$ cat config.mk
export PLATFORM = sky130hd
export DESIGN_NAME = prq_level_mem
export DESIGN_NICKNAME = d
export VERILOG_FILES = /design/src/rtl/core/prq_pkg.sv /design/src/rtl/core/prq_level_mem.sv
export SDC_FILE = /design/constraint.sdc
export NUM_CORES = 2
export LEC_CHECK = 0
export BUFFER_PORTS_ARGS = -buffer_cell sky130_fd_sc_hd__buf_2
export CAP_MARGIN = 5
export CORE_MARGIN = 2
export CORE_UTILIZATION = 40
export CTS_BUF_LIST = sky130_fd_sc_hd__clkbuf_8
export CTS_CLUSTER_SIZE = 28
export DETAILED_ROUTE_END_ITERATION = 12
export SLEW_MARGIN = 10
export SYNTH_ARGS = -nofsm -noshare
export SYNTH_HDL_FRONTEND = slang
export SYNTH_SLANG_ARGS = --single-unit
$ cat constraint.sdc
create_clock -name i_clk -period 2.9 [get_ports i_clk]
set_input_delay 0.29 -clock i_clk [delete_from_list [all_inputs] [get_ports i_clk]]
set_output_delay 0.29 -clock i_clk [all_outputs]
set_load 0.1 [all_outputs]
$ cat src/rtl/core/prq_pkg.sv
// Shared types and constants for the priority ready queue.
// No dependencies.
`timescale 1ns / 1ps
`default_nettype none
package prq_pkg;

    localparam int TASK_CNT     = 32;
    localparam int TASK_W       = 5;
    localparam int NUM_LEVELS   = 256;
    localparam int LEVEL_W      = 8;
    localparam int GRP_SIZE     = 16;
    localparam int GRP_W        = 4;
    localparam int NUM_GRPS     = NUM_LEVELS / GRP_SIZE;
    localparam int GIDX_W       = LEVEL_W - GRP_W;

    localparam logic [TASK_W-1:0]  IDLE_TASK    = '0;
    localparam logic [LEVEL_W-1:0] LOWEST_LEVEL = LEVEL_W'(NUM_LEVELS - 1);

    localparam logic [1:0] OP_ENQUEUE  = 2'd0;
    localparam logic [1:0] OP_REMOVE   = 2'd1;
    localparam logic [1:0] OP_DISPATCH = 2'd2;

    localparam logic [1:0] MODE_STRICT = 2'd0;
    localparam logic [1:0] MODE_YIELD  = 2'd1;
    localparam logic [1:0] MODE_EXIT   = 2'd2;

    // per-task entry: list links and level
    typedef struct packed {
        logic [TASK_W-1:0]  next;
        logic [TASK_W-1:0]  prev;
        logic [LEVEL_W-1:0] lvl;
    } t_task_ent;

    typedef struct packed {
        logic              en_next;
        logic              en_prev;
        logic              en_lvl;
        logic [TASK_W-1:0] addr;
        t_task_ent         ent;
    } t_tm_wr;

    typedef struct packed {
        logic [TASK_W-1:0] head;
        logic [TASK_W-1:0] tail;
    } t_lvl_ent;

    typedef struct packed {
        logic               en;
        logic [LEVEL_W-1:0] addr;
        t_lvl_ent           ent;
    } t_lm_wr;

    typedef struct packed {
        logic               set;
        logic               clr;
        logic [LEVEL_W-1:0] level;
    } t_map_ctl;

    typedef enum logic [3:0] {
        S_IDLE,
        S_APP0,
        S_APP1,
        S_APP2,
        S_UL0,
        S_UL1,
        S_UL2,
        S_UL3,
        S_D0,
        S_D1,
        S_D2,
        S_DAPP,
        S_RESP
    } t_state;

endpackage
`default_nettype wire

$ cat src/rtl/core/prq_level_mem.sv
// Per-level head/tail memory, registered read.
// Lowest level reads as idle task until first written. Depends on prq_pkg.
`timescale 1ns / 1ps
`default_nettype none
module prq_level_mem (
    input  wire logic                          i_clk,
    input  wire logic                          i_rst_n,
    input  wire prq_pkg::t_lm_wr               i_wr,
    input  wire logic                          i_rd_en,
    input  wire logic [prq_pkg::LEVEL_W-1:0]   i_rd_addr,
    output prq_pkg::t_lvl_ent                  o_rd_data
);

    prq_pkg::t_lvl_ent mem [prq_pkg::NUM_LEVELS];
    prq_pkg::t_lvl_ent r_rd_data;
    logic              r_low_init;
    logic              r_rd_low;

    always_ff @(posedge i_clk) begin
        if (i_wr.en) begin
            mem[i_wr.addr] <= i_wr.ent;
        end
        if (i_rd_en) begin
            r_rd_data <= mem[i_rd_addr];
        end
    end

    // lowest level still at its reset contents
    always_ff @(posedge i_clk) begin
        if (!i_rst_n) begin
            r_low_init <= 1'b1;
            r_rd_low   <= 1'b0;
        end else begin
            if (i_wr.en && i_wr.addr == prq_pkg::LOWEST_LEVEL) begin
                r_low_init <= 1'b0;
            end
            if (i_rd_en) begin
                r_rd_low <= r_low_init && (i_rd_addr == prq_pkg::LOWEST_LEVEL);
            end
        end
    end

    always_comb begin
        o_rd_data = r_rd_data;
        if (r_rd_low) begin
            o_rd_data.head = prq_pkg::IDLE_TASK;
            o_rd_data.tail = prq_pkg::IDLE_TASK;
        end
    end

endmodule
`default_nettype wire

Word level (Yosys, flattened, before mapping) --
Memories as Yosys holds them, arrays and structs flattened. A register that Yosys moved wholly into a read port is not among the register bits. Cells that the tools add are included.
Word-level totals: bits in registers 2, RAM bits 2560, input bits 30, logic and storage cells 10, memories kept 1
Memory list:
- mem | depth 256, width 10, rd ports 1, clocked after memory_dff 1, wr ports 1, line prq_level_mem.sv:14 | prq_pkg::t_lvl_ent mem [prq_pkg::NUM_LEVELS];
Operators by class: equality and inequality tests 2, mux-type cells 3, reduce and logical (&&, ||, !) cells 2
Operators with widths (count):
- $eq 8x8->1 const B | 2
- $mux 10 | 1
- $logic_and 1x1->1 | 2
- $mux 1 | 2

Depth between registers and ports, before layout --
depth in word-level cells 2, gate-level depth with buffers 13

Worst setup path before layout --
Ideal clock, no wire load.
kind in2reg, start point in i_rd_addr[1] (netlist name), end point reg r_rd_data[7] (netlist name), library setup time 261 ps, data arrival time 2407 ps, required time 2639 ps, slack 232 ps, stages 11, buffers on the path 5, cell sequence buf_4 buf_4 buf_2 buf_2 buf_2 mux4_2 a221oi_1 o21ai_0 nand3_1 o21ai_0 a221o_1
RTL lines:
- start, declared | line prq_level_mem.sv:10 | input wire logic [prq_pkg::LEVEL_W-1:0] i_rd_addr,

==> impl_metrics.csv <==
group,metric,value,unit
floorplanning,core-area,249000,µm²
route,vias,53085,
place,gp_congestion,0.875,
timing,slew_violations,0,
place,dp_hpwl,184,mm
route,wire_per_inst,30.5,µm
route,dr.pass1.iters,5,
timing,fmax,0.351,GHz
route,wl_met1,114,mm
worst_setup_path,start_kind,"flop",
final_layout,final_cell_mix,"edfxtp_1, buf_4, mux4_2",
timing,fin_skew,94.4,ps
worst_setup_path,end_kind,"output pin",
route,wl_met3,23.9,mm
timing,period_minus_slack,2850,ps
clock_tree,numCtsBuffers,427,
logic_synthesis,syn_inst,4629,
logic_synthesis,synth_edf_count,2570,
floorplanning,die_h,504,µm
worst_setup_path,required,2610,ps
floorplanning,die-area,254000,µm²
clock_tree,cts.sinks,2572,
place,dp.cells,8550,
logic_synthesis,syn_nets,4659,
global_route,grt_pass1_vias,53303,
logic_synthesis,yosys_warnings,0,
clock_tree,cts_max_path_buffers,4,
power,power.density,628,nW/µm²
global_route,grt_pass1_wl,402,mm
worst_setup_path,worst_ep_arrival_time,2560,ps
final_layout,nFillCells,20699,
worst_setup_path,worstPathMaxFanout,11,
logic_synthesis,postSynthAreaPerCell,21.6,µm²
logic_synthesis,async_flop_share,0,%
floorplanning,placementRows,183,
timing,tightestPinTransition,956,ps
floorplanning,die_w,504,µm
worst_setup_path,critical_path_class,"reg -> out",
logic_synthesis,synth_flop_cell,"edfxtp_1",
timing,rsz0062_at_grt,"false",
final_layout,multi_input_comb_area,21300,µm²
clock_tree,clk_pin_slew,50,ps
timing,timing.final.crit_share,98.1,%
logic_synthesis,ys_seq_elements,2572,
worst_setup_path,slowest_delay,540,ps
route,drc_errors,0,
route,ant_nets,0,
flow_run,maxCapViolations,0,
floorplanning,start_util,40.3,%
timing,setup_violations,0,
final_layout,area_growth,17.9,%
clock_tree,htree_num_levels,5,
route,routed_wirelength,284,mm
final_layout,stdcell_count,9317,
min_path,hp-class,"in -> reg",
global_route,overflow,0,
place,place_area,110000,µm²
power,p_leak,39.0,nW
global_route,antenna_found_initial,17,
timing,slew_headroom,36.3,%
clock_tree,clk_latency,1100,ps
clock_tree,post_cts_buffers,0,
final_layout,nNetsFinal,5705,
clock_tree,cts_tree,"yes",
route,dr_wl_met2,136,mm
route,vias_per_cell,5.70,
timing,tns,0,ps
logic_synthesis,ys_seq_area_share,77.1,%
power,p_total,74.1,mW
route,highest_layer,"met5",
floorplanning,design.portCount,40,
route,drtIter0Drc,6732,
logic_synthesis,synth_area,100000,µm²
clock_tree,cts-root-buf,"clkbuf_8",
global_route,grt.total_usage,22.1,%
run_status,status,"complete, no violations",
final_layout,post_route_cells_drive_above_1_share,33.3,%
worst_setup_path,path_cells,"nor2b_1 > buf_4",
worst_setup_path,crit_slowest_cell,"dfxtp_1",
logic_synthesis,synth_cell_types,71,
timing,hold_slack,74.8,ps
worst_setup_path,critical-path-top-delay-family,"flip-flops",
power,peakVddDrop,0.000598,V
final_layout,fin_area,118000,µm²
final_layout,final_common_cell,"edfxtp_1",
global_route,grt_max_degree,98,
place,io_buffers,39,
worst_setup_path,path_buf_inv,1,
timing,finalHoldViolCount,0,
final_layout,ff_latch_area,77200,µm²
-- worst register-to-register path, cell delays in order (launching register included) --
cell	delay [ps]
edfxtp_1	350
mux4_1	500
mux2_2	320
o21ai_0	170
buf_4	130
a211oi_1	40
o31ai_1	510
buf_4	250
nand2b_1	70
a221o_1	280
-- layer usage --
layer | track usage [%] | vias up
li1 | - | 21600
met1 | 30.3 | 28346
met2 | 35.4 | 2614
met3 | 4.29 | 519
met4 | 7.66 | 6
met5 | 0 | -
-- worst paths after layout --
kind	cells after the start	slack [ps]	end	start
max	2	50	o_rd_data[4]	r_rd_low
min	3	70	r_low_init	i_rst_n
max reg2reg	9	70	r_rd_data[7]	mem[65][7]
min reg2reg	2	480	r_low_init	r_low_init
-- synthesized netlist by cell type, drive strengths merged, types with 2 or more instances --
master,instances,area [µm²]
a2111oi,5,50.0
a211o,4,35.0
a211oi,18,135
a21oi,94,470
a221o,4,40.0
a221oi,51,459
a22o,4,35.0
a22oi,30,225
a311o,2,20.0
a311oi,5,43.8
a31oi,5,31.3
a32oi,2,17.5
a41oi,2,17.5
and2,8,50.1
and3,7,43.8
buf,185,1380
clkbuf,88,334
clkinv,4,15.0
dfxtp,2,40.0
edfxtp,2570,77200
inv,4,15.0
mux2,14,158
mux2i,209,2090
mux4,615,13900
nand2,111,419
nand2b,11,68.8
nand3,41,205
nand3b,3,22.5
nand4,5,31.3
nor2,316,1190
nor2b,28,175
nor3,20,100
nor4b,2,23.8
nor4bb,2,20.0
o2111ai,3,26.3
o211ai,14,105
o21a,3,22.5
o21ai,68,340
o221ai,25,219
o22ai,16,100
o311a,3,30.0
o311ai,3,26.3
o31ai,3,22.5
o32ai,3,26.3
or3,6,37.5
-- repair_timing --
item | in CTS | in global routing
hold buffers | 26 | 0
gates resized for setup | 18 | 3
endpoints found under the setup margin | 12 | 3
hold endpoints to repair | 1614 | 0
-- state kept, by name, summed over array words and instances, names as in the netlist --
| register | flops |
|---|---|
| mem | 2560 |
| r_rd_data | 10 |
| r_low_init | 1 |
| r_rd_low | 1 |
-- cells by family (layout without fill, tap and decap cells) --
logic type / count (synthesis) / count (layout) / synth area share (%)
flip-flops: 2572 / 2572 / 77.1
other: 0 / 8 / 0
AND/OR/NAND/NOR: 564 / 564 / 2.41
buffers and inverters: 281 / 1631 / 1.74
multiplexers: 838 / 838 / 16.2
AO/OA/AOI/OAI: 374 / 374 / 2.56
-- cell type report --
cell class,instances,share of cell area [%]
inverters,8,0.0339
repair buffers,890,6.83
clock buffers,436,5.08
diodes,8,0.0170
well taps,3330,3.53
flip-flops and latches,2572,65.4
clock inverters,297,1.10
multi-input cells,1776,18.0
-- power by group --
group          switching [mW]  internal, mW
sequential             0.0248          41.0
combinational            2.99          1.87
clock                    14.1          14.2
total                    17.1          57.0
-- metrics by stage --
stage / util, % / setup WS (ps)
2_1_floorplan: - / 232
3_3_place_gp: 44.4 / -593
3_5_place_dp: 44.4 / -534
4_1_cts: 47.5 / -25.8
5_1_grt: 47.5 / 9.23
6_report: 47.5 / 54.5
Power figures use the tool's default switching activity.
