`src/rtl/core/prq_pkg.sv`:
```
// Shared types and constants for the priority ready queue.
// No dependencies.
`timescale 1ns / 1ps
`default_nettype none
package prq_pkg;

    localparam int TASK_CNT     = 32;
    localparam int TASK_W       = 5;
    localparam int NUM_LEVELS   = 256;
    localparam int LEVEL_W      = 8;
    localparam int GRP_SIZE     = 16;
    localparam int GRP_W        = 4;
    localparam int NUM_GRPS     = NUM_LEVELS / GRP_SIZE;
    localparam int GIDX_W       = LEVEL_W - GRP_W;

    localparam logic [TASK_W-1:0]  IDLE_TASK    = '0;
    localparam logic [LEVEL_W-1:0] LOWEST_LEVEL = LEVEL_W'(NUM_LEVELS - 1);

    localparam logic [1:0] OP_ENQUEUE  = 2'd0;
    localparam logic [1:0] OP_REMOVE   = 2'd1;
    localparam logic [1:0] OP_DISPATCH = 2'd2;

    localparam logic [1:0] MODE_STRICT = 2'd0;
    localparam logic [1:0] MODE_YIELD  = 2'd1;
    localparam logic [1:0] MODE_EXIT   = 2'd2;

    // per-task entry: list links and level
    typedef struct packed {
        logic [TASK_W-1:0]  next;
        logic [TASK_W-1:0]  prev;
        logic [LEVEL_W-1:0] lvl;
    } t_task_ent;

    typedef struct packed {
        logic              en_next;
        logic              en_prev;
        logic              en_lvl;
        logic [TASK_W-1:0] addr;
        t_task_ent         ent;
    } t_tm_wr;

    typedef struct packed {
        logic [TASK_W-1:0] head;
        logic [TASK_W-1:0] tail;
    } t_lvl_ent;

    typedef struct packed {
        logic               en;
        logic [LEVEL_W-1:0] addr;
        t_lvl_ent           ent;
    } t_lm_wr;

    typedef struct packed {
        logic               set;
        logic               clr;
        logic [LEVEL_W-1:0] level;
    } t_map_ctl;

    typedef enum logic [3:0] {
        S_IDLE,
        S_APP0,
        S_APP1,
        S_APP2,
        S_UL0,
        S_UL1,
        S_UL2,
        S_UL3,
        S_D0,
        S_D1,
        S_D2,
        S_DAPP,
        S_RESP
    } t_state;

endpackage
`default_nettype wire

```
`src/rtl/core/prq_level_map.sv`:
```
// Non-empty level bitmap and two-stage priority encoder (group, then bit).
// Depends on prq_pkg.
`timescale 1ns / 1ps
`default_nettype none
module prq_level_map (
    input  wire logic                          i_clk,
    input  wire logic                          i_rst_n,
    input  wire prq_pkg::t_map_ctl             i_ctl,
    input  wire logic                          i_find,
    input  wire logic [prq_pkg::LEVEL_W-1:0]   i_chk_level,
    output logic                               o_chk_set,
    output logic [prq_pkg::LEVEL_W-1:0]        o_top
);

    logic [prq_pkg::NUM_LEVELS-1:0] r_map;
    logic [prq_pkg::GRP_W-1:0]      r_grp;
    logic [prq_pkg::NUM_GRPS-1:0]   grp_any;
    logic [prq_pkg::GRP_W-1:0]      first_grp;
    logic [prq_pkg::GRP_SIZE-1:0]   grp_bits;
    logic [prq_pkg::GIDX_W-1:0]     first_bit;
    logic                           bit_found;

    always_ff @(posedge i_clk) begin
        if (!i_rst_n) begin
            r_map <= {1'b1, {(prq_pkg::NUM_LEVELS-1){1'b0}}};
        end else begin
            if (i_ctl.set) begin
                r_map[i_ctl.level] <= 1'b1;
            end else if (i_ctl.clr) begin
                r_map[i_ctl.level] <= 1'b0;
            end
        end
    end

    // is the given level non-empty
    assign o_chk_set = r_map[i_chk_level];

    // stage 1: first non-empty group
    always_comb begin
        first_grp = '1;
        for (int g = 0; g < prq_pkg::NUM_GRPS; g++) begin
            grp_any[g] = |r_map[g*prq_pkg::GRP_SIZE +: prq_pkg::GRP_SIZE];
        end
        for (int g = prq_pkg::NUM_GRPS - 1; g >= 0; g--) begin
            if (grp_any[g]) begin
                first_grp = prq_pkg::GRP_W'(g);
            end
        end
    end

    always_ff @(posedge i_clk) begin
        if (i_find) begin
            r_grp <= first_grp;
        end
    end

    // stage 2: first set bit inside that group
    always_comb begin
        grp_bits  = r_map[r_grp*prq_pkg::GRP_SIZE +: prq_pkg::GRP_SIZE];
        first_bit = '1;
        bit_found = 1'b0;
        for (int b = prq_pkg::GRP_SIZE - 1; b >= 0; b--) begin
            if (grp_bits[b]) begin
                first_bit = prq_pkg::GIDX_W'(b);
                bit_found = 1'b1;
            end
        end
        o_top = bit_found ? {r_grp, first_bit} : prq_pkg::LOWEST_LEVEL;
    end

endmodule
`default_nettype wire

```
`config.mk`:
```
export PLATFORM = sky130hd
export DESIGN_NAME = prq_level_map
export DESIGN_NICKNAME = d
export VERILOG_FILES = /design/src/rtl/core/prq_pkg.sv /design/src/rtl/core/prq_level_map.sv
export SDC_FILE = /design/constraint.sdc
export NUM_CORES = 1
export LEC_CHECK = 0
export ABC_AREA = 1
export BUFFER_PORTS_ARGS = -buffer_cell sky130_fd_sc_hd__buf_2
export CORE_MARGIN = 5
export CORE_UTILIZATION = 35
export CTS_BUF_LIST = sky130_fd_sc_hd__clkbuf_2
export CTS_CLUSTER_DIAMETER = 30
export DETAILED_ROUTE_END_ITERATION = 12
export SETUP_SLACK_MARGIN = 0.5
export SLEW_MARGIN = 20
export SYNTH_ARGS = -nofsm -noshare
export SYNTH_HDL_FRONTEND = slang
export SYNTH_SLANG_ARGS = --single-unit
```
`constraint.sdc`:
```
create_clock -name i_clk -period 2 [get_ports i_clk]
set_clock_uncertainty 0.1 [all_clocks]
set_input_delay 0.2 -clock i_clk [delete_from_list [all_inputs] [get_ports i_clk]]
set_output_delay 0.2 -clock i_clk [all_outputs]
set_load 0.01 [all_outputs]
```
After elaboration in Yosys (flattened, before gate mapping)
Cells that the tools add are included.
Widths: inputs -> output; s select.
{"block": "word_totals", "ramBits": 0, "in_bits": 21, "elab_cells": 84, "memories": 0, "latch_bits": 0, "romBits": 0, "register_bits": 260}
{"block": "classes", "eq_ne": 0, "div_mod_pow": 0, "n_shift": 1, "mux": 52, "n_lt_le_gt_ge": 3, "reduce_logical": 20, "bitwise": 3, "n_addsub": 0, "mul": 0}
{"operator": "$mux 256", "n": 2}
{"operator": "$and 256x256->256", "n": 1}
{"operator": "$not 256->256", "n": 1}
{"operator": "$or 256x256->256", "n": 1}
{"operator": "$shiftx 256x9->16", "n": 1}
{"operator": "$reduce_or 16->1", "n": 15}
{"operator": "$reduce_or 128->1", "n": 1}
{"operator": "$mux 4", "n": 20}
{"operator": "$reduce_or 64->1", "n": 1}
{"operator": "$reduce_or 32->1", "n": 1}
{"operator": "$mux 1", "n": 21}
{"operator": "$lt 8x9->1 const B", "n": 2}
{"operator": "$mux 3", "n": 4}
{"operator": "$bmux 1 s8", "n": 1}
{"operator": "$demux 1 s8", "n": 1}
{"operator": "$ge 8x1->1 const B", "n": 1}
{"operator": "$mux 8", "n": 1}
{"operator": "$mux 2", "n": 2}
{"operator": "$reduce_bool 2->1", "n": 1}
{"operator": "$logic_and 1x1->1", "n": 1}

Longest topological paths before layout
{"block": "logic_depth", "depth_word": 18, "depth_mapped": 22}

Least setup slack after synthesis
No wires, ideal clock.
{"block": "synth_path", "path_kind": "reg-to-output", "start": "register r_grp[0] (netlist bit)", "end": "output port o_top[4] (netlist bit)", "setup_slack_ps": -291, "path_buffers": 3, "t_required_ps": 1700, "stages_incl_launch_ff": 14, "t_arrival_ps": 1991, "cell_sequence": "edfxtp_1 -> buf_6 -> inv_4 -> buf_6 -> buf_6 -> a21oi_1 -> o21ai_1 -> nand3_1 -> nand3_1 -> nand2_1 -> nor2_1 -> nand2_1 -> or4_4 -> nand2_1"}
{"block": "synth_via", "elab_chain_len": 18}
{"item": "start, declared", "line_no": "prq_level_map.sv:16", "source": "logic [prq_pkg::GRP_W-1:0] r_grp;"}
{"item": "start signal, assigned", "line_no": "prq_level_map.sv:53", "source": "r_grp <= first_grp;"}
{"item": "$shiftx 256x9->16", "line_no": "prq_level_map.sv:59", "source": "grp_bits = r_map[r_grp*prq_pkg::GRP_SIZE +: prq_pkg::GRP_SIZE];"}
{"item": "$mux 1 (16 in series)", "line_no": "prq_level_map.sv:63", "source": "if (grp_bits[b]) begin"}
{"item": "$mux 8 *", "line_no": "prq_level_map.sv:68", "source": "o_top = bit_found ? {r_grp, first_bit} : prq_pkg::LOWEST_LEVEL;"}
{"item": "end, declared", "line_no": "prq_level_map.sv:12", "source": "output logic [prq_pkg::LEVEL_W-1:0] o_top"}
Every way passes the cells marked *; elsewhere a longest branch is shown, timed or not.

Final worst setup path
{"block": "layout_path", "start": "register r_grp[1] (netlist bit)", "end": "output port o_top[0] (netlist bit)"}
{"block": "layout_via", "elab_chain_len": 18, "elab_cells_between_ends": 33, "classes_between": "1 x shift; 32 x mux"}
{"item": "$shiftx 256x9->16 *", "line_no": "prq_level_map.sv:59"}
{"item": "$mux 1 (16 in series)", "line_no": "prq_level_map.sv:63"}
{"item": "$mux 8 *", "line_no": "prq_level_map.sv:68"}
Marks and branches as above.

==> results summary <==
Yosys attributes the largest share of cell area to sky130_fd_sc_hd__dfxtp_1, sky130_fd_sc_hd__o21ai_0, sky130_fd_sc_hd__nor2_1. Summing over every cut layer, the via total after detailed routing is 21600. 30 I/O pins were placed. The largest net degree at the start of global routing is 109. The H-tree was split into 3 levels.

The minimum clock period is 3.95 ns. The reg-to-reg endpoint is r_grp[0]. The number of failing setup endpoints in the final timing report came out at 10.

The largest voltage drop on the vdd net is 0.295 mV. Routability-driven placement finished with a final weighted congestion of 1.03. The detailed-route wire length per cell came out at 23.5 µm. In this run the worst path has a maximum fanout of 27. Broken down by cell family, the worst path's largest delay share belongs to buffers and inverters. The overall fraction of global-route tracks in use is 0.325.

The detailed-placement wirelength estimate is 58900 µm. The fraction of the core area covered by cells at the end of the flow is 0.508. After filler insertion, the fill cell instance count of the layout stands at 4513. The CTS tree is built. For the worst setup path, the data required time is 1.70 ns. The flip-flop and latch count after synthesis came out at 260.

After floorplanning, the core was divided into 78 placement rows. The area share of the leading cell type in the synthesized netlist is 0.321. The CTS buffer count came out at 87. sky130_fd_sc_hd__dfxtp_1 takes more of the synthesized area than any other cell.

The checks that failed: setup timing. The die is 223 µm wide. Among all stages on the critical path, the largest delay is contributed by sky130_fd_sc_hd__edfxtp_1.

The power per cell area is 652 mW/mm². After synthesis the cells add up to 0.0160 mm². The clock passes through at most 3 buffers. The initial core utilization came out at 0.353.

For the pin with the worst max-slew slack, the measured transition is 0.770 ns. The number of DRC violations after detailed-routing iteration 0 is 2946. The CTS clock-pin slew for the worst setup and hold paths is 0.09 ns. The power consumption is 15.0 mW. Of the synthesized area, sequential elements account for 0.329. The post-route fraction of the period consumed by the critical path came out at 1.98. The path class of the tightest hold or removal check is input pin to flip-flop.

The flop-to-flop setup slack is -0.33 ns. Timing would allow up to 253 MHz. The number of warnings reported in the yosys synthesis log is 0.

The max capacitance violation total is 0. The first global-routing pass estimated 125000 µm of wire. The signal on the critical path passes through buf_4 > buf_12 > o21ai_0 > o221ai_2 > nand3_2 > nand2_2 > buf_6 > buf_4 > buf_4 > inv_1 > nand2_1 > nand2_1 > nand2_1 > nand2_1 > nand2_1 > nand2_1 > a21oi_2 > buf_2. The post-detailed-routing wire length came out at 85800 µm. The final number of max-transition violations came to 0.

The instance count of the mapped netlist came out at 2534. By startpoint and endpoint, the worst setup path is classified as flip-flop to output port. The hold violation total from the final report came to 0. The total buffers and inverters traversed by the critical path is 7. The routed via count divided by cell count came out at 5.94. The delay contributed by the slowest stage of the critical path is 0.50 ns. The post-placement setup slack is -0.951 ns.

The number of antenna violations at the first check in global routing came out at 4. In this run, distinct cell masters in the synthesized netlist total 35. A synthesized cell averages 6.29 µm². STA puts the critical path data arrival time at 3.65 ns. The first-pass detailed-route iteration total came out at 6. The quantity of I/O buffers inserted on ports came out at 29. The worst min-delay path startpoint is i_rst_n. The synthesis-to-finish area growth came out at 43.8%.

The post-detailed-route count of antenna-violating nets is 0. The reported leakage power came out at 9.19 nW. Measured against its own limit, the worst slew margin works out to 0.486. CTS placed an instance of sky130_fd_sc_hd__clkbuf_2 at the clock tree root. The via count of the first global-routing pass is 20200. The residual overflow from global routing came out at 0. The depth of the critical timing path with buffers and inverters included is 18.

The leading cell type in the layout, fill and taps excluded is sky130_fd_sc_hd__buf_4. The die covers 0.0499 mm². From bottom edge to top edge, the die measures 223 µm. The worst setup path is launched from a flip-flop. The area of the core region is 0.0452 mm². Across all setup checks in the final design, the least slack found is -1.95 ns.

The run finished, with violations left. Along the worst hold path, the cell count comes to 4. The fraction of layout instances using a drive strength above 1 is 0.307. The remaining routing DRC violations came out at 0.

Setup repair after global routing could not meet its margin everywhere. The top cell types in the final layout, fill and taps aside, are sky130_fd_sc_hd__buf_4, sky130_fd_sc_hd__nor2_1, sky130_fd_sc_hd__o21ai_0. The logic depth of the worst register-to-register path came out at 16. The post-synthesis net count is 2555. The category of the worst setup path capture point is an output port. The clock network latency to the later pin of the worst-skew pair came out at 1.16 ns. The clock sink count came out at 260.

The most frequent cell on the critical path is sky130_fd_sc_hd__nand2_1. In the final design database the tool counted 2997 nets.
## worst min-delay path: stages
cell,delay (ns)
sky130_fd_sc_hd__dlygate4sd3_1,0.55
sky130_fd_sc_hd__buf_4,0.16
sky130_fd_sc_hd__buf_12,0.20
sky130_fd_sc_hd__nand3_1,0.14
## stage by stage
stage	instance area [µm²]	hold WS, ns	instances	setup TNS (ns)
after floorplan	16400	0.212	2534	-1.32
after global placement	20200	0.395	3409	-8.55
after detailed placement	20200	0.407	3409	-8.37
after CTS	22500	0.0151	3625	-16.91
after global routing	22900	0.0882	3640	-18.44
final	22900	0.122	3643	-16.89
## cells in the mapped netlist, drive strengths merged
library cell	count
a211oi	1
a21boi	2
a21oi	252
a221o	1
a221oi	4
a31oi	1
and2	1
buf	61
clkbuf	159
clkinv	9
dfxtp	256
edfxtp	4
inv	168
nand2	144
nand3	103
nand4	17
nor2	480
nor3	297
nor4	52
o211ai	27
o21ai	413
o221ai	13
o22ai	36
o311a	27
o311ai	3
o31ai	1
o32ai	1
or4	1
## layout make-up
cell class,instances,area (µm²),area share
antenna,4,10.0,0.000436
clock buffer,116,581,0.0253
clock inverter,36,230,0.0100
inverter,177,708,0.0309
multi-input combinational,1877,10000,0.437
sequential,260,5280,0.230
tap,600,751,0.0327
timing repair buffer,571,5350,0.233
timing repair inverter,2,11.3,0.000491
## power breakdown
group          switching [mW]  leakage, nW  internal, mW
sequential             0.0317         2.11          5.22
clock                    2.77        0.603          1.99
combinational            2.89         6.47          2.05
## what timing repair did
item	4_1_cts	5_1_grt
endpoints found under the hold margin	260	203
gates resized for setup	241	110
gates cloned	10	2
endpoints found under the setup margin	13	116
buffers inserted	35	13
hold buffers	19	6
pin swaps	94	54
## metal layers
layer / vias to the layer above / part of all wire / GRT usage
met4: 4 / 0.052 / 0.162
met5: - / 0.0011 / 0
li1: 9745 / - / -
met2: 1341 / 0.43 / 0.485
met1: 10300 / 0.41 / 0.435
met3: 254 / 0.11 / 0.0847
## worst max path at each step
stage / startpoint / end / slack [ns]
global route: r_grp[0] / o_top[7] / -2.10
floorplan: r_grp[0] / o_top[4] / -0.29
CTS: r_grp[0] / o_top[7] / -1.98
detailed placement: r_grp[1] / o_top[6] / -0.95
finish: r_grp[1] / o_top[0] / -1.95
global placement: r_grp[0] / o_top[5] / -0.96
## kinds of logic (layout without fill, tap and decap cells)
kind of cell / count (synthesis) / in the layout / synth area share
simple gates: 1095 / 1095 / 0.301
flops: 260 / 260 / 0.329
compound gates: 782 / 782 / 0.267
buf+inv: 397 / 902 / 0.103
other cells: 0 / 4 / 0
No activity file was read; power rests on OpenSTA's default activity.
