$ cat src/rtl/core/prq_pkg.sv
// Shared types and constants for the priority ready queue.
// No dependencies.
`timescale 1ns / 1ps
`default_nettype none
package prq_pkg;

    localparam int TASK_CNT     = 32;
    localparam int TASK_W       = 5;
    localparam int NUM_LEVELS   = 256;
    localparam int LEVEL_W      = 8;
    localparam int GRP_SIZE     = 16;
    localparam int GRP_W        = 4;
    localparam int NUM_GRPS     = NUM_LEVELS / GRP_SIZE;
    localparam int GIDX_W       = LEVEL_W - GRP_W;

    localparam logic [TASK_W-1:0]  IDLE_TASK    = '0;
    localparam logic [LEVEL_W-1:0] LOWEST_LEVEL = LEVEL_W'(NUM_LEVELS - 1);

    localparam logic [1:0] OP_ENQUEUE  = 2'd0;
    localparam logic [1:0] OP_REMOVE   = 2'd1;
    localparam logic [1:0] OP_DISPATCH = 2'd2;

    localparam logic [1:0] MODE_STRICT = 2'd0;
    localparam logic [1:0] MODE_YIELD  = 2'd1;
    localparam logic [1:0] MODE_EXIT   = 2'd2;

    // per-task entry: list links and level
    typedef struct packed {
        logic [TASK_W-1:0]  next;
        logic [TASK_W-1:0]  prev;
        logic [LEVEL_W-1:0] lvl;
    } t_task_ent;

    typedef struct packed {
        logic              en_next;
        logic              en_prev;
        logic              en_lvl;
        logic [TASK_W-1:0] addr;
        t_task_ent         ent;
    } t_tm_wr;

    typedef struct packed {
        logic [TASK_W-1:0] head;
        logic [TASK_W-1:0] tail;
    } t_lvl_ent;

    typedef struct packed {
        logic               en;
        logic [LEVEL_W-1:0] addr;
        t_lvl_ent           ent;
    } t_lm_wr;

    typedef struct packed {
        logic               set;
        logic               clr;
        logic [LEVEL_W-1:0] level;
    } t_map_ctl;

    typedef enum logic [3:0] {
        S_IDLE,
        S_APP0,
        S_APP1,
        S_APP2,
        S_UL0,
        S_UL1,
        S_UL2,
        S_UL3,
        S_D0,
        S_D1,
        S_D2,
        S_DAPP,
        S_RESP
    } t_state;

endpackage
`default_nettype wire

$ cat src/rtl/core/prq_task_mem.sv
// Per-task memory: next/prev links and queued level, registered read.
// Depends on prq_pkg.
`timescale 1ns / 1ps
`default_nettype none
module prq_task_mem (
    input  wire logic                          i_clk,
    input  wire prq_pkg::t_tm_wr               i_wr,
    input  wire logic                          i_rd_en,
    input  wire logic [prq_pkg::TASK_W-1:0]    i_rd_addr,
    output prq_pkg::t_task_ent                 o_rd_data
);

    prq_pkg::t_task_ent mem [prq_pkg::TASK_CNT];
    prq_pkg::t_task_ent r_rd_data;

    // per-field write enables
    always_ff @(posedge i_clk) begin
        if (i_wr.en_next) begin
            mem[i_wr.addr].next <= i_wr.ent.next;
        end
        if (i_wr.en_prev) begin
            mem[i_wr.addr].prev <= i_wr.ent.prev;
        end
        if (i_wr.en_lvl) begin
            mem[i_wr.addr].lvl <= i_wr.ent.lvl;
        end
    end

    always_ff @(posedge i_clk) begin
        if (i_rd_en) begin
            r_rd_data <= mem[i_rd_addr];
        end
    end

    assign o_rd_data = r_rd_data;

endmodule
`default_nettype wire

$ cat config.mk
export PLATFORM = sky130hd
export DESIGN_NAME = prq_task_mem
export DESIGN_NICKNAME = d
export VERILOG_FILES = /design/src/rtl/core/prq_pkg.sv /design/src/rtl/core/prq_task_mem.sv
export SDC_FILE = /design/constraint.sdc
export NUM_CORES = 1
export LEC_CHECK = 0
export ABC_CLOCK_PERIOD_IN_PS = 2200
export BUFFER_PORTS_ARGS = -buffer_cell sky130_fd_sc_hd__buf_4
export CAP_MARGIN = 20
export CELL_PAD_IN_SITES_DETAIL_PLACEMENT = 1
export CELL_PAD_IN_SITES_GLOBAL_PLACEMENT = 2
export CORE_MARGIN = 2
export CORE_UTILIZATION = 48
export DETAILED_ROUTE_END_ITERATION = 7
export PLACE_DENSITY = 0.77
export RECOVER_POWER = 50
export SETUP_SLACK_MARGIN = 0.5
export SKIP_CTS_REPAIR_TIMING = 1
export SYNTH_ARGS = -nofsm -noshare
export SYNTH_HDL_FRONTEND = slang
export SYNTH_SLANG_ARGS = --single-unit
$ cat constraint.sdc
create_clock -name i_clk -period 2.2 [get_ports i_clk]
set_clock_uncertainty 0.05 [all_clocks]
set_input_delay 0.22 -clock i_clk [delete_from_list [all_inputs] [get_ports i_clk]]
set_output_delay 0.22 -clock i_clk [all_outputs]
set_load 0.01 [all_outputs]
Yosys cells after proc, flatten, opt, wreduce, memory -nomap -nowiden
Memories as Yosys holds them, arrays and structs flattened. A register that Yosys moved wholly into a read port is not among the register bits.
Index checks and enable logic that the tools add are counted.
{"block": "classes", "mux": 6}
{"op": "$mux W1", "n": 6}
{"block": "word_totals", "reg_bits": 0, "mem_bits_rw": 576, "input_bits": 33, "out_inout_bits": 18, "wordCells": 7, "memories": 1}
{"memory": "mem", "words": 32, "width": 18, "rd": 1, "rd_clocked_by_memory_dff": 1, "write_ports": 1, "line_no": "prq_task_mem.sv:13", "rtl": "prq_pkg::t_task_ent mem [prq_pkg::TASK_CNT];"}

Longest topological paths before layout
Gate-level depths: netlist (run 1).
{"block": "depth", "word_depth": 2, "ltp_mapped": 8, "depth_no_buf": 5}

Worst setup path before layout (run 1)
Ideal clock, no wire load.
{"block": "synth_timing", "kind": "input -> register", "startpoint": "input i_wr[21] (netlist bit)", "endpoint": "memory mem[10][0] (netlist bit) (enable)", "setup_ns": 0.332, "arrival_time_ns": 1.251, "t_required_ns": 1.818, "path_slack_ns": 0.568, "cell_stages": 4, "path_buffers": 1, "cell_sequence": "clkbuf_1 -> or3b_1 -> nor2_1 -> and2_1"}
{"element": "start, declared", "line_no": "prq_task_mem.sv:7", "rtl": "input wire prq_pkg::t_tm_wr i_wr,"}
{"element": "end, declared", "line_no": "prq_task_mem.sv:13"}
Straight into the memory's write port.

Worst setup path after layout (run 1)
{"block": "layout_timing", "startpoint": "input i_wr[2] (netlist bit)", "endpoint": "memory mem[14][2] (netlist bit), data pin"}
Straight into the memory's write port.

==> impl_results.md, run 1 <==
- Hold path startpoint: i_rd_addr[3]
- WP depth: 2
- First-pass DRT Iterations: 5
- Most common flop cell mapped by yosys: sky130_fd_sc_hd__edfxtp_1
- R2r worst-path depth: 5
- Hold path cells: 3
- Starting utilization of the core area: 0.487
- Distinct cell type count after synthesis: 27
- Die outline area: ~52000 µm²
- Critical path required time: ~2300 ps
- Row count: 81
- Most used standard cells in the synthesized netlist: sky130_fd_sc_hd__edfxtp_1 (594), sky130_fd_sc_hd__mux2i_1 (288), sky130_fd_sc_hd__and2_1 (94)
- Mapped cell area: about 24000 µm²
- Placeable Area: approximately 49000 µm²
- Die Height: between 200 and 250 µm
- Fmax: approximately 530 MHz
- Post-layout net count: 1523
- Antenna violations before repair: 0
- Cell type contributing the most total cell area after synthesis: sky130_fd_sc_hd__edfxtp_1
- Overall overflow remaining after global route: 0
- Ratio of cells with drive above 1 in the final layout: 0.125
- Clock root buffer master: sky130_fd_sc_hd__clkbuf_16
- IO buf count: 50
- Met1 Resource Use GR: 0.304
- Crit start category: input pin
- Launch point of the critical path: i_wr[2]
- Clock tree from TritonCTS: yes
- Number of global-route vias before repair: approximately 13000
- Setup repair after global routing missed its margin: false
- Biggest fanout along the worst timing path: 32
- GPL Wtd Cong: 0.804
- Ys async rst share: 0
- Wire length per cell after detailed routing: 25.8 µm
- Crit path capture type: flop
- Number of pins with negative max-slew slack in the final report: 297
- Synthesized net count: 1422
- Critical Path Max Stage Delay: 1230 ps
- Met3 layer usage reported by global route: 0.0370
- Ordered cell list for the critical path: dlygate4sd3_1 -> clkbuf_1
- Register clock-pin slew on the reported worst setup and hold paths: roughly 70 ps
- Yosys warning count: 0
- Clock Tree Buf Depth: 3
- Sw Share: 0.213
- Worst setup slack for register-to-register paths: between 500 and 600 ps
- Reported net switching power: 0.00513 W
- Fraction of post-synthesis cell area in the top cell type by area: 0.747
- Count of placed standard cells including taps: roughly 2100
- Clock latency reported for the late side of the worst-skew pair: 620 ps
- Synthesized flop and latch total: a little under 600
- Number of buffers and inverters on the critical path: 2
- Count of flip-flops with a built-in enable after synthesis: ~600
- Grt met2 use: 0.375
- Worst R2R End: o_rd_data[15]
- Clock network fraction of total power: 0.417
- Final std cells w/o fill: 2201
- Worst-margin pin slew: roughly 1700 ps
- Layout overhead on the synthesized area: 14.1%
- Global-route wire length before repair: between 80000 and 90000 µm
- Average vias per placed instance: roughly 5.7
- Violations in the final reports: max-capacitance violations, max-slew violations
- Power per unit of standard cell area: about 880 nW/µm²
- Die extent in x: approximately 230 µm
- Clock Sink Count: just under 600
- Sink of the worst hold path: o_rd_data[8]
- Rel. slew slack: -0.149
- Maximum number of pins on one net before global-route repair: 54
- Count of final hold-check violations: 0
- Max-cap violation count: 10
- Busiest metal layer after global routing: met2
- Worst path slowest cell: sky130_fd_sc_hd__clkbuf_1
- Summed negative setup slack over all endpoints: 0 ps
- Critical register-to-register path startpoint: mem[0][15]
- Worst Hold Class: in2reg
- Leakage component of the power: between 9 and 10 nW
- Share of power burned in registers: 0.526
- Outcome: complete, but fails checks
- H-tree depth: 2
- Cell internal pwr: ~0.019 W
- Total routing usage reported by global routing: 0.225
- Final critical-path share of the clock period: 0.860
- HPWL after detailed placement: between 30000 and 40000 µm
- Fraction of the yosys area taken by sequential cells: 0.747
- Cts bufs inserted: 60
- Largest cells by area after synthesis: sky130_fd_sc_hd__edfxtp_1 (75%), sky130_fd_sc_hd__mux2i_1 (12%), sky130_fd_sc_hd__and2_1 (2.5%)
- Drc violations: 0
- Total vias in the final route: 12462
- Most repeated cell in the gate-level netlist after synthesis: sky130_fd_sc_hd__edfxtp_1
- Final Setup Violations: 0
- Total wire length: between 50000 and 60000 µm
- Iteration-0 DRC Markers: 914
- Crit path DAT: approximately 2000 ps
- Io pins: 51
- Logic pwr share: 0.057
- Dominant delay contributor by cell family on the critical path: buffers and inverters
- Number of nets with antenna violations after routing: 0
- Worst-case vdd ir drop: 0.569 mV
- Mapped Cells: between 1000 and 1500
- Critical Setup Path Class: in2reg
- Final period demand of the worst path: between 1500 and 2000 ps
- Average cell area after synthesis: roughly 17 µm²
==> routing by layer <==
layer / wire (µm) / up-vias / part of all wire
li1: - / 5648 / -
met1: 25000 / 6461 / 0.44
met2: 27900 / 266 / 0.49
met3: 2360 / 87 / 0.042
met4: 1470 / 0 / 0.026
met5: 0 / - / 0
==> metrics by stage <==
stage	power, W	hold WS, ps	cell area [µm²]	util	setup slack, ps
floorplan	0.0137	269	23900	-	568
global placement	0.0142	590	25200	0.514	163
detailed placement	0.0143	581	25200	0.514	131
finish	0.0241	98.3	27300	0.556	307
global route	0.0248	64.3	27300	0.556	266
CTS	0.0243	-73.2	27100	0.553	539
==> flip-flops by register name, summed over array words and instances (netlist names) <==
name / cells
mem: 576
o_rd_data: 18
==> kinds of logic (layout without fill, tap and decap cells) <==
family | after synthesis | after routing | share of synthesized area
flops | 594 | 594 | 0.747
mux | 288 | 288 | 0.121
buf+inv | 88 | 235 | 0.0250
other cells | 0 | 1 | 0
compound gates | 162 | 162 | 0.0481
simple gates | 257 | 257 | 0.0594
==> power groups by stage <==
| stage | combinational [W] | clock (W) | sequential (W) |
|---|---|---|---|
| 2_1_floorplan | 0.000732 | 0 | 0.0129 |
| 3_3_place_gp | 0.00133 | 0 | 0.0129 |
| 3_5_place_dp | 0.00136 | 0 | 0.0129 |
| 4_1_cts | 0.00137 | 0.0102 | 0.0127 |
| 5_1_grt | 0.00146 | 0.0107 | 0.0127 |
| 6_report | 0.00136 | 0.0101 | 0.0127 |
==> how the worst max path moves through the flow <==
stage / slack (ps) / end
2_1_floorplan: 570 / mem[10][0]
5_1_grt: 270 / mem[10][1]
3_5_place_dp: 130 / mem[9][3]
3_3_place_gp: 160 / mem[9][6]
6_report: 310 / mem[14][2]
4_1_cts: 540 / o_rd_data[15]
==> cells in the final DEF, fill, tap and decap left out, types with 2 or more instances in the layout <==
cell,instances
sky130_fd_sc_hd__nor2_1,33
sky130_fd_sc_hd__buf_12,20
sky130_fd_sc_hd__or2_2,2
sky130_fd_sc_hd__a31oi_1,18
sky130_fd_sc_hd__a21oi_1,36
sky130_fd_sc_hd__clkinv_2,11
sky130_fd_sc_hd__buf_4,68
sky130_fd_sc_hd__nand3_1,37
sky130_fd_sc_hd__nand2b_1,4
sky130_fd_sc_hd__clkinv_1,12
sky130_fd_sc_hd__clkinvlp_4,5
sky130_fd_sc_hd__a22oi_1,72
sky130_fd_sc_hd__mux2i_1,288
sky130_fd_sc_hd__and3_1,3
sky130_fd_sc_hd__nor3_1,9
sky130_fd_sc_hd__dlygate4sd3_1,19
sky130_fd_sc_hd__bufinv_16,7
sky130_fd_sc_hd__nand2_1,38
sky130_fd_sc_hd__clkbuf_16,61
sky130_fd_sc_hd__edfxtp_1,594
sky130_fd_sc_hd__nand4_1,18
sky130_fd_sc_hd__nor3_2,10
sky130_fd_sc_hd__nand3b_1,3
sky130_fd_sc_hd__clkbuf_1,28
sky130_fd_sc_hd__and2_1,93
sky130_fd_sc_hd__inv_6,2
sky130_fd_sc_hd__a22o_1,36
sky130_fd_sc_hd__or3b_1,2
sky130_fd_sc_hd__nor2b_4,2
==> layout make-up <==
cell class / count / area (µm²)
multi-input combinational: 707 / 5470
sequential: 594 / 17800
fill: 4484 / 21800
tap: 664 / 831
timing repair buffer: 127 / 1190
clock buffer: 71 / 1560
clock inverter: 37 / 365
antenna: 1 / 2.50
Note: power is estimated with default switching activity, not from simulation.
==> inputs of run 2 (changes only) <==
Settings changed: ABC_CLOCK_PERIOD_IN_PS 2200 to 1650, CORE_UTILIZATION 48 to 43, PLACE_DENSITY 0.77 to 0.73.
Clock period 2.2 ns to 1.65 ns, I/O delays scaled along.
==> impl_results.md, run 2 (synthesis results as in run 1) <==
- Outcome: complete, no violations
- Clock tree from TritonCTS: yes
- Sink of the worst hold path: o_rd_data[4]
- Die outline area: around 57000 µm²
- Worst-margin pin slew: roughly 1200 ps
- Worst-case vdd ir drop: about 0.86 mV
- Ordered cell list for the critical path: mux2i_1 -> a22o_1 -> nor3_1 -> buf_4 -> a31oi_1 -> buf_4 -> nand3_2
- Power per unit of standard cell area: about 1200 nW/µm²
- Dominant delay contributor by cell family on the critical path: flip-flops
- Ratio of cells with drive above 1 in the final layout: 0.251
- Summed negative setup slack over all endpoints: 0 ps
- Worst setup slack for register-to-register paths: between 50 and 60 ps
- Wire length per cell after detailed routing: approximately 24 µm
- Total wire length: approximately 56000 µm
- Number of buffers and inverters on the critical path: 2
- Cts bufs inserted: between 60 and 70
- Final critical-path share of the clock period: 0.968
- End-of-flow core utilization: 0.519
- Register clock-pin slew on the reported worst setup and hold paths: ~60 ps
- Number of global-route vias before repair: between 10000 and 15000
- Leakage component of the power: a little over 10 nW
- Clock latency reported for the late side of the worst-skew pair: between 500 and 600 ps
- IO buf count: 50
- Die extent in x: approximately 240 µm
- Clock network fraction of total power: 0.431
- First-pass DRT Iterations: 5
- Post-layout net count: around 1600
- GPL Wtd Cong: 0.792
- Crit start category: flop
- Overall overflow remaining after global route: 0
- Average vias per placed instance: 5.36
- Antenna violations before repair: 0
- Worst R2R End: o_rd_data[14]
- HPWL after detailed placement: roughly 37000 µm
- Crit path DAT: 1870 ps
- Die Height: approximately 240 µm
- Starting utilization of the core area: 0.434
- Met3 wire len: ~1600 µm
- Biggest fanout along the worst timing path: 1
- Hold path cells: 4
- Number of pins with negative max-slew slack in the final report: 0
- Drc violations: 0
- Top register by number of flip-flops: mem
- Critical path required time: roughly 1900 ps
- Routed length on met2: ~28000 µm
- Layout overhead on the synthesized area: 19.5%
- Final period demand of the worst path: 1600 ps
- Hold path startpoint: i_rd_addr[4]
- Most frequent standard cell in the layout excluding fill and tap cells: sky130_fd_sc_hd__edfxtp_1
- Clock Tree Buf Depth: 3
- Fmax: 626 MHz
- Worst path slowest cell: sky130_fd_sc_hd__edfxtp_1
- Clock Sink Count: 594
- Total routing usage reported by global routing: 0.201
- Setup repair after global routing missed its margin: true
- Max-cap violation count: 0
- Number of flip-flops in the largest register: 576
- Critical Setup Path Class: reg2reg
- Cell internal pwr: approximately 0.026 W
- Library cell appearing most often on the critical path: sky130_fd_sc_hd__buf_4
- R2r worst-path depth: 7
- Total vias in the final route: about 13000
- Commonest cells after routing, fill and taps aside: sky130_fd_sc_hd__edfxtp_1 (594), sky130_fd_sc_hd__mux2i_1 (286), sky130_fd_sc_hd__and2_4 (87)
- Count of final hold-check violations: 0
- Share of power burned in registers: 0.507
- DRT met1 WL: 24900 µm
- Global-route wire length before repair: around 85000 µm
- Final Setup Violations: 0
- Io pins: a little over 50
- Top sig layer: met4
- Clock root buffer master: sky130_fd_sc_hd__clkbuf_16
- H-tree depth: 3
- Placed cell areas: between 20000 and 30000 µm²
- Total power consumption of the routed design: roughly 0.033 W
- Maximum number of pins on one net before global-route repair: 41
- Iteration-0 DRC Markers: around 690
- Critical register-to-register path startpoint: mem[4][14]
- Sw Share: 0.213
- Reported net switching power: 0.00711 W
- Crit path capture type: flop
- Total non-filler cell area in the finished layout: roughly 29000 µm²
- Number of nets with antenna violations after routing: 0
- Number of diodes added for antenna fixing: 0
- Logic pwr share: 0.062
- Row count: between 80 and 90
- Critical Path Max Stage Delay: between 300 and 400 ps
- Rel. slew slack: 0.205
- Placeable Area: 55000 µm²
- Worst Hold Class: in2reg
run 2: cell count changes in the layout (fill, tap and decap cells not counted), sizes merged:
cell / change
buf: +39
bufinv: -1
clkbuf: +14
clkinv: -1
clkinvlp: -2
diode: -1
dlygate4sd3: +1
inv: +1
run 2: power groups by stage:
stage	registers, W	logic [W]	clock network [W]
floorplan	0.0172	0.00106	0
global placement	0.0172	0.00197	0
detailed placement	0.0172	0.00202	0
CTS	0.0169	0.00203	0.0147
global route	0.0169	0.00223	0.0152
finish	0.0169	0.00207	0.0144
run 2: final cells by class:
type | count | area, µm²
multi-input combinational | 707 | 5960
fill | 5018 | 26400
clock inverter | 34 | 340
timing repair buffer | 170 | 1700
tap | 748 | 936
clock buffer | 82 | 1780
sequential | 594 | 17800
run 2: worst max path at each step:
| stage | startpoint | endpoint | cells past startpoint |
|---|---|---|---|
| floorplan | i_rd_addr[0] | o_rd_data[2] | 8 |
| finish | mem[4][14] | o_rd_data[14] | 7 |
| global placement | i_rd_addr[1] | o_rd_data[8] | 7 |
| CTS | mem[4][14] | o_rd_data[14] | 7 |
| global route | mem[4][14] | o_rd_data[14] | 7 |
| detailed placement | i_rd_addr[1] | o_rd_data[8] | 7 |
run 2: metrics by stage:
| stage | hold slack [ps] | instances | setup slack, ps |
|---|---|---|---|
| after floorplan | 214 | 1389 | 237 |
| after global placement | 524 | 2199 | -366 |
| after detailed placement | 526 | 2199 | -438 |
| after CTS | -93.9 | 2315 | -23.7 |
| after global routing | 67.2 | 2335 | -46.4 |
| final | 49.8 | 2335 | 53.6 |
run 2: worst min-delay path, stage by stage:
cell and delay [ps]:
sky130_fd_sc_hd__buf_4 80, sky130_fd_sc_hd__buf_4 160, sky130_fd_sc_hd__nand4_1 100, sky130_fd_sc_hd__nand3_1 70
run 2: layer usage:
layer | up-vias | GRT usage
li1 | 5743 | -
met1 | 6494 | 0.264
met2 | 191 | 0.343
met3 | 89 | 0.0325
met4 | 0 | 0.0621
met5 | - | 0
==> inputs of run 3 (changes only) <==
Settings changed: CORE_UTILIZATION 43 to 45, CTS_BUF_LIST set to sky130_fd_sc_hd__clkbuf_2 sky130_fd_sc_hd__clkbuf_4 sky130_fd_sc_hd__clkbuf_8, PLACE_DENSITY 0.73 to 0.76.
==> impl_results.md, run 3 (synthesis results as in run 1) <==
- Critical Setup Path Class: reg2reg
- Worst-case vdd ir drop: 0.702 mV
- Total wire length: a little under 60000 µm
- Placed cell areas: around 26000 µm²
- H-tree depth: 3
- Worst Hold Class: in2reg
- Power per unit of standard cell area: 1120 nW/µm²
- Iteration-0 DRC Markers: approximately 850
- Most frequent standard cell in the layout excluding fill and tap cells: sky130_fd_sc_hd__edfxtp_1
- Crit start category: flop
- Starting utilization of the core area: 0.455
- Ratio of cells with drive above 1 in the final layout: 0.280
- Final Setup Violations: 0
- First-pass DRT Iterations: 5
- Crit path capture type: flop
- Number of nets with antenna violations after routing: 0
- Die outline area: roughly 55000 µm²
- Worst-margin pin slew: 864 ps
- HPWL after detailed placement: about 38000 µm
- Worst path slowest cell: sky130_fd_sc_hd__edfxtp_1
- Clock Tree Buf Depth: 3
- Layout overhead on the synthesized area: 19.4%
- Drc violations: 0
- Global-route wire length before repair: ~88000 µm
- Commonest cells after routing, fill and taps aside: sky130_fd_sc_hd__edfxtp_1 (594), sky130_fd_sc_hd__mux2i_1 (287), sky130_fd_sc_hd__clkbuf_8 (97)
- Die Height: roughly 230 µm
- Overall overflow remaining after global route: 0
- Biggest fanout along the worst timing path: 1
- Count of final hold-check violations: 0
- Count of placed standard cells including taps: 2149
- Total vias in the final route: between 10000 and 15000
- Number of flip-flops in the largest register: around 580
- Clock Sink Count: 594
- Ordered cell list for the critical path: mux2i_1 -> a22o_1 -> nor3_2 -> buf_4 -> a31oi_4 -> buf_6 -> nand3_2
- Post-layout net count: roughly 1600
- Fmax: roughly 640 MHz
- GPL Wtd Cong: about 0.8
- Clock root buffer master: sky130_fd_sc_hd__clkbuf_8
- Average vias per placed instance: 5.50
- Setup repair after global routing missed its margin: true
- Outcome: complete, no violations
- WP depth: 7
- Antenna violations before repair: 1
- Final period demand of the worst path: between 1500 and 2000 ps
- Io pins: 51
- Critical path required time: around 2000 ps
- Clock tree from TritonCTS: yes
- Max-cap violation count: 0
- Register clock-pin slew on the reported worst setup and hold paths: 70 ps
- Final critical-path share of the clock period: 0.949
- Number of global-route vias before repair: approximately 14000
- R2r worst-path depth: 7
- Clock latency reported for the late side of the worst-skew pair: between 600 and 700 ps
- Row count: 84
- IO buf count: 50
- Placeable Area: between 50000 and 60000 µm²
- Critical register-to-register path startpoint: mem[5][11]
- Cts bufs inserted: 97
- Worst hold-check slack: ~44 ps
- Launch point of the critical path: mem[5][11]
- Wire length per cell after detailed routing: between 20 and 25 µm
- Die extent in x: about 230 µm
- Dominant delay contributor by cell family on the critical path: flip-flops
- Critical Path Max Stage Delay: 370 ps
- Total non-filler cell area in the finished layout: roughly 29000 µm²
- Leakage component of the power: 10.2 nW
- Hold path startpoint: i_wr[18]
- Number of pins with negative max-slew slack in the final report: 0
- Total routing usage reported by global routing: 0.218
- Maximum number of pins on one net before global-route repair: 39
- Top register by number of flip-flops: mem
- Summed negative setup slack over all endpoints: 0 ps
- Final std cells w/o fill: 2348
- Number of buffers and inverters on the critical path: 2
- Crit path DAT: 1940 ps
- Rel. slew slack: 0.424
- Hold path cells: 3
[run 3: changes by cell type in the layout (fill, tap and decap cells not counted), sizes merged]
cell | previous run | this run
buf | 128 | 138
clkinv | 22 | 33
inv | 3 | 6
bufinv | 6 | 5
clkbuf | 104 | 151
clkinvlp | 3 | 1
diode | 0 | 1
dlygate4sd3 | 20 | 24
[run 3: final cells by class]
type | count | area, µm²
fill | 4831 | 24000
sequential | 594 | 17800
multi-input combinational | 707 | 5940
timing repair buffer | 184 | 1950
clock buffer | 129 | 1580
tap | 688 | 861
clock inverter | 45 | 357
antenna | 1 | 2.50
[run 3: metrics by stage]
stage	setup slack [ps]	util	power [W]
after floorplan	237	-	0.0183
after global placement	-225	0.500	0.0193
after detailed placement	-236	0.500	0.0193
after CTS	2.83	0.537	0.0322
after global routing	-2.07	0.543	0.0331
final	84.5	0.543	0.0320
[run 3: power by group]
group	internal, W	switching, W	total [W]
combinational	0.000903	0.00126	0.00217
sequential	0.0169	0.0000772	0.0169
clock	0.00703	0.00586	0.0129
[run 3: worst paths after layout]
| path | end | slack [ps] |
|---|---|---|
| max | o_rd_data[11] | 80 |
| min reg2reg | o_rd_data[2] | 650 |
| min | mem[0][5] | 40 |
| max reg2reg | o_rd_data[11] | 80 |
[run 3: per-layer routing]
metal | part of all wire | track usage | routed length (µm)
met1 | 0.44 | 0.286 | 25800
met2 | 0.50 | 0.370 | 29200
met3 | 0.042 | 0.0370 | 2480
met4 | 0.016 | 0.0674 | 939
met5 | 0 | 0 | 0
[run 3: worst reg2reg max path, cell delays in order, from the launching register on]
cell and delay [ps]:
sky130_fd_sc_hd__edfxtp_1 370, sky130_fd_sc_hd__mux2i_1 190, sky130_fd_sc_hd__a22o_1 200, sky130_fd_sc_hd__nor3_2 50, sky130_fd_sc_hd__buf_4 150, sky130_fd_sc_hd__a31oi_4 150, sky130_fd_sc_hd__buf_6 120, sky130_fd_sc_hd__nand3_2 60
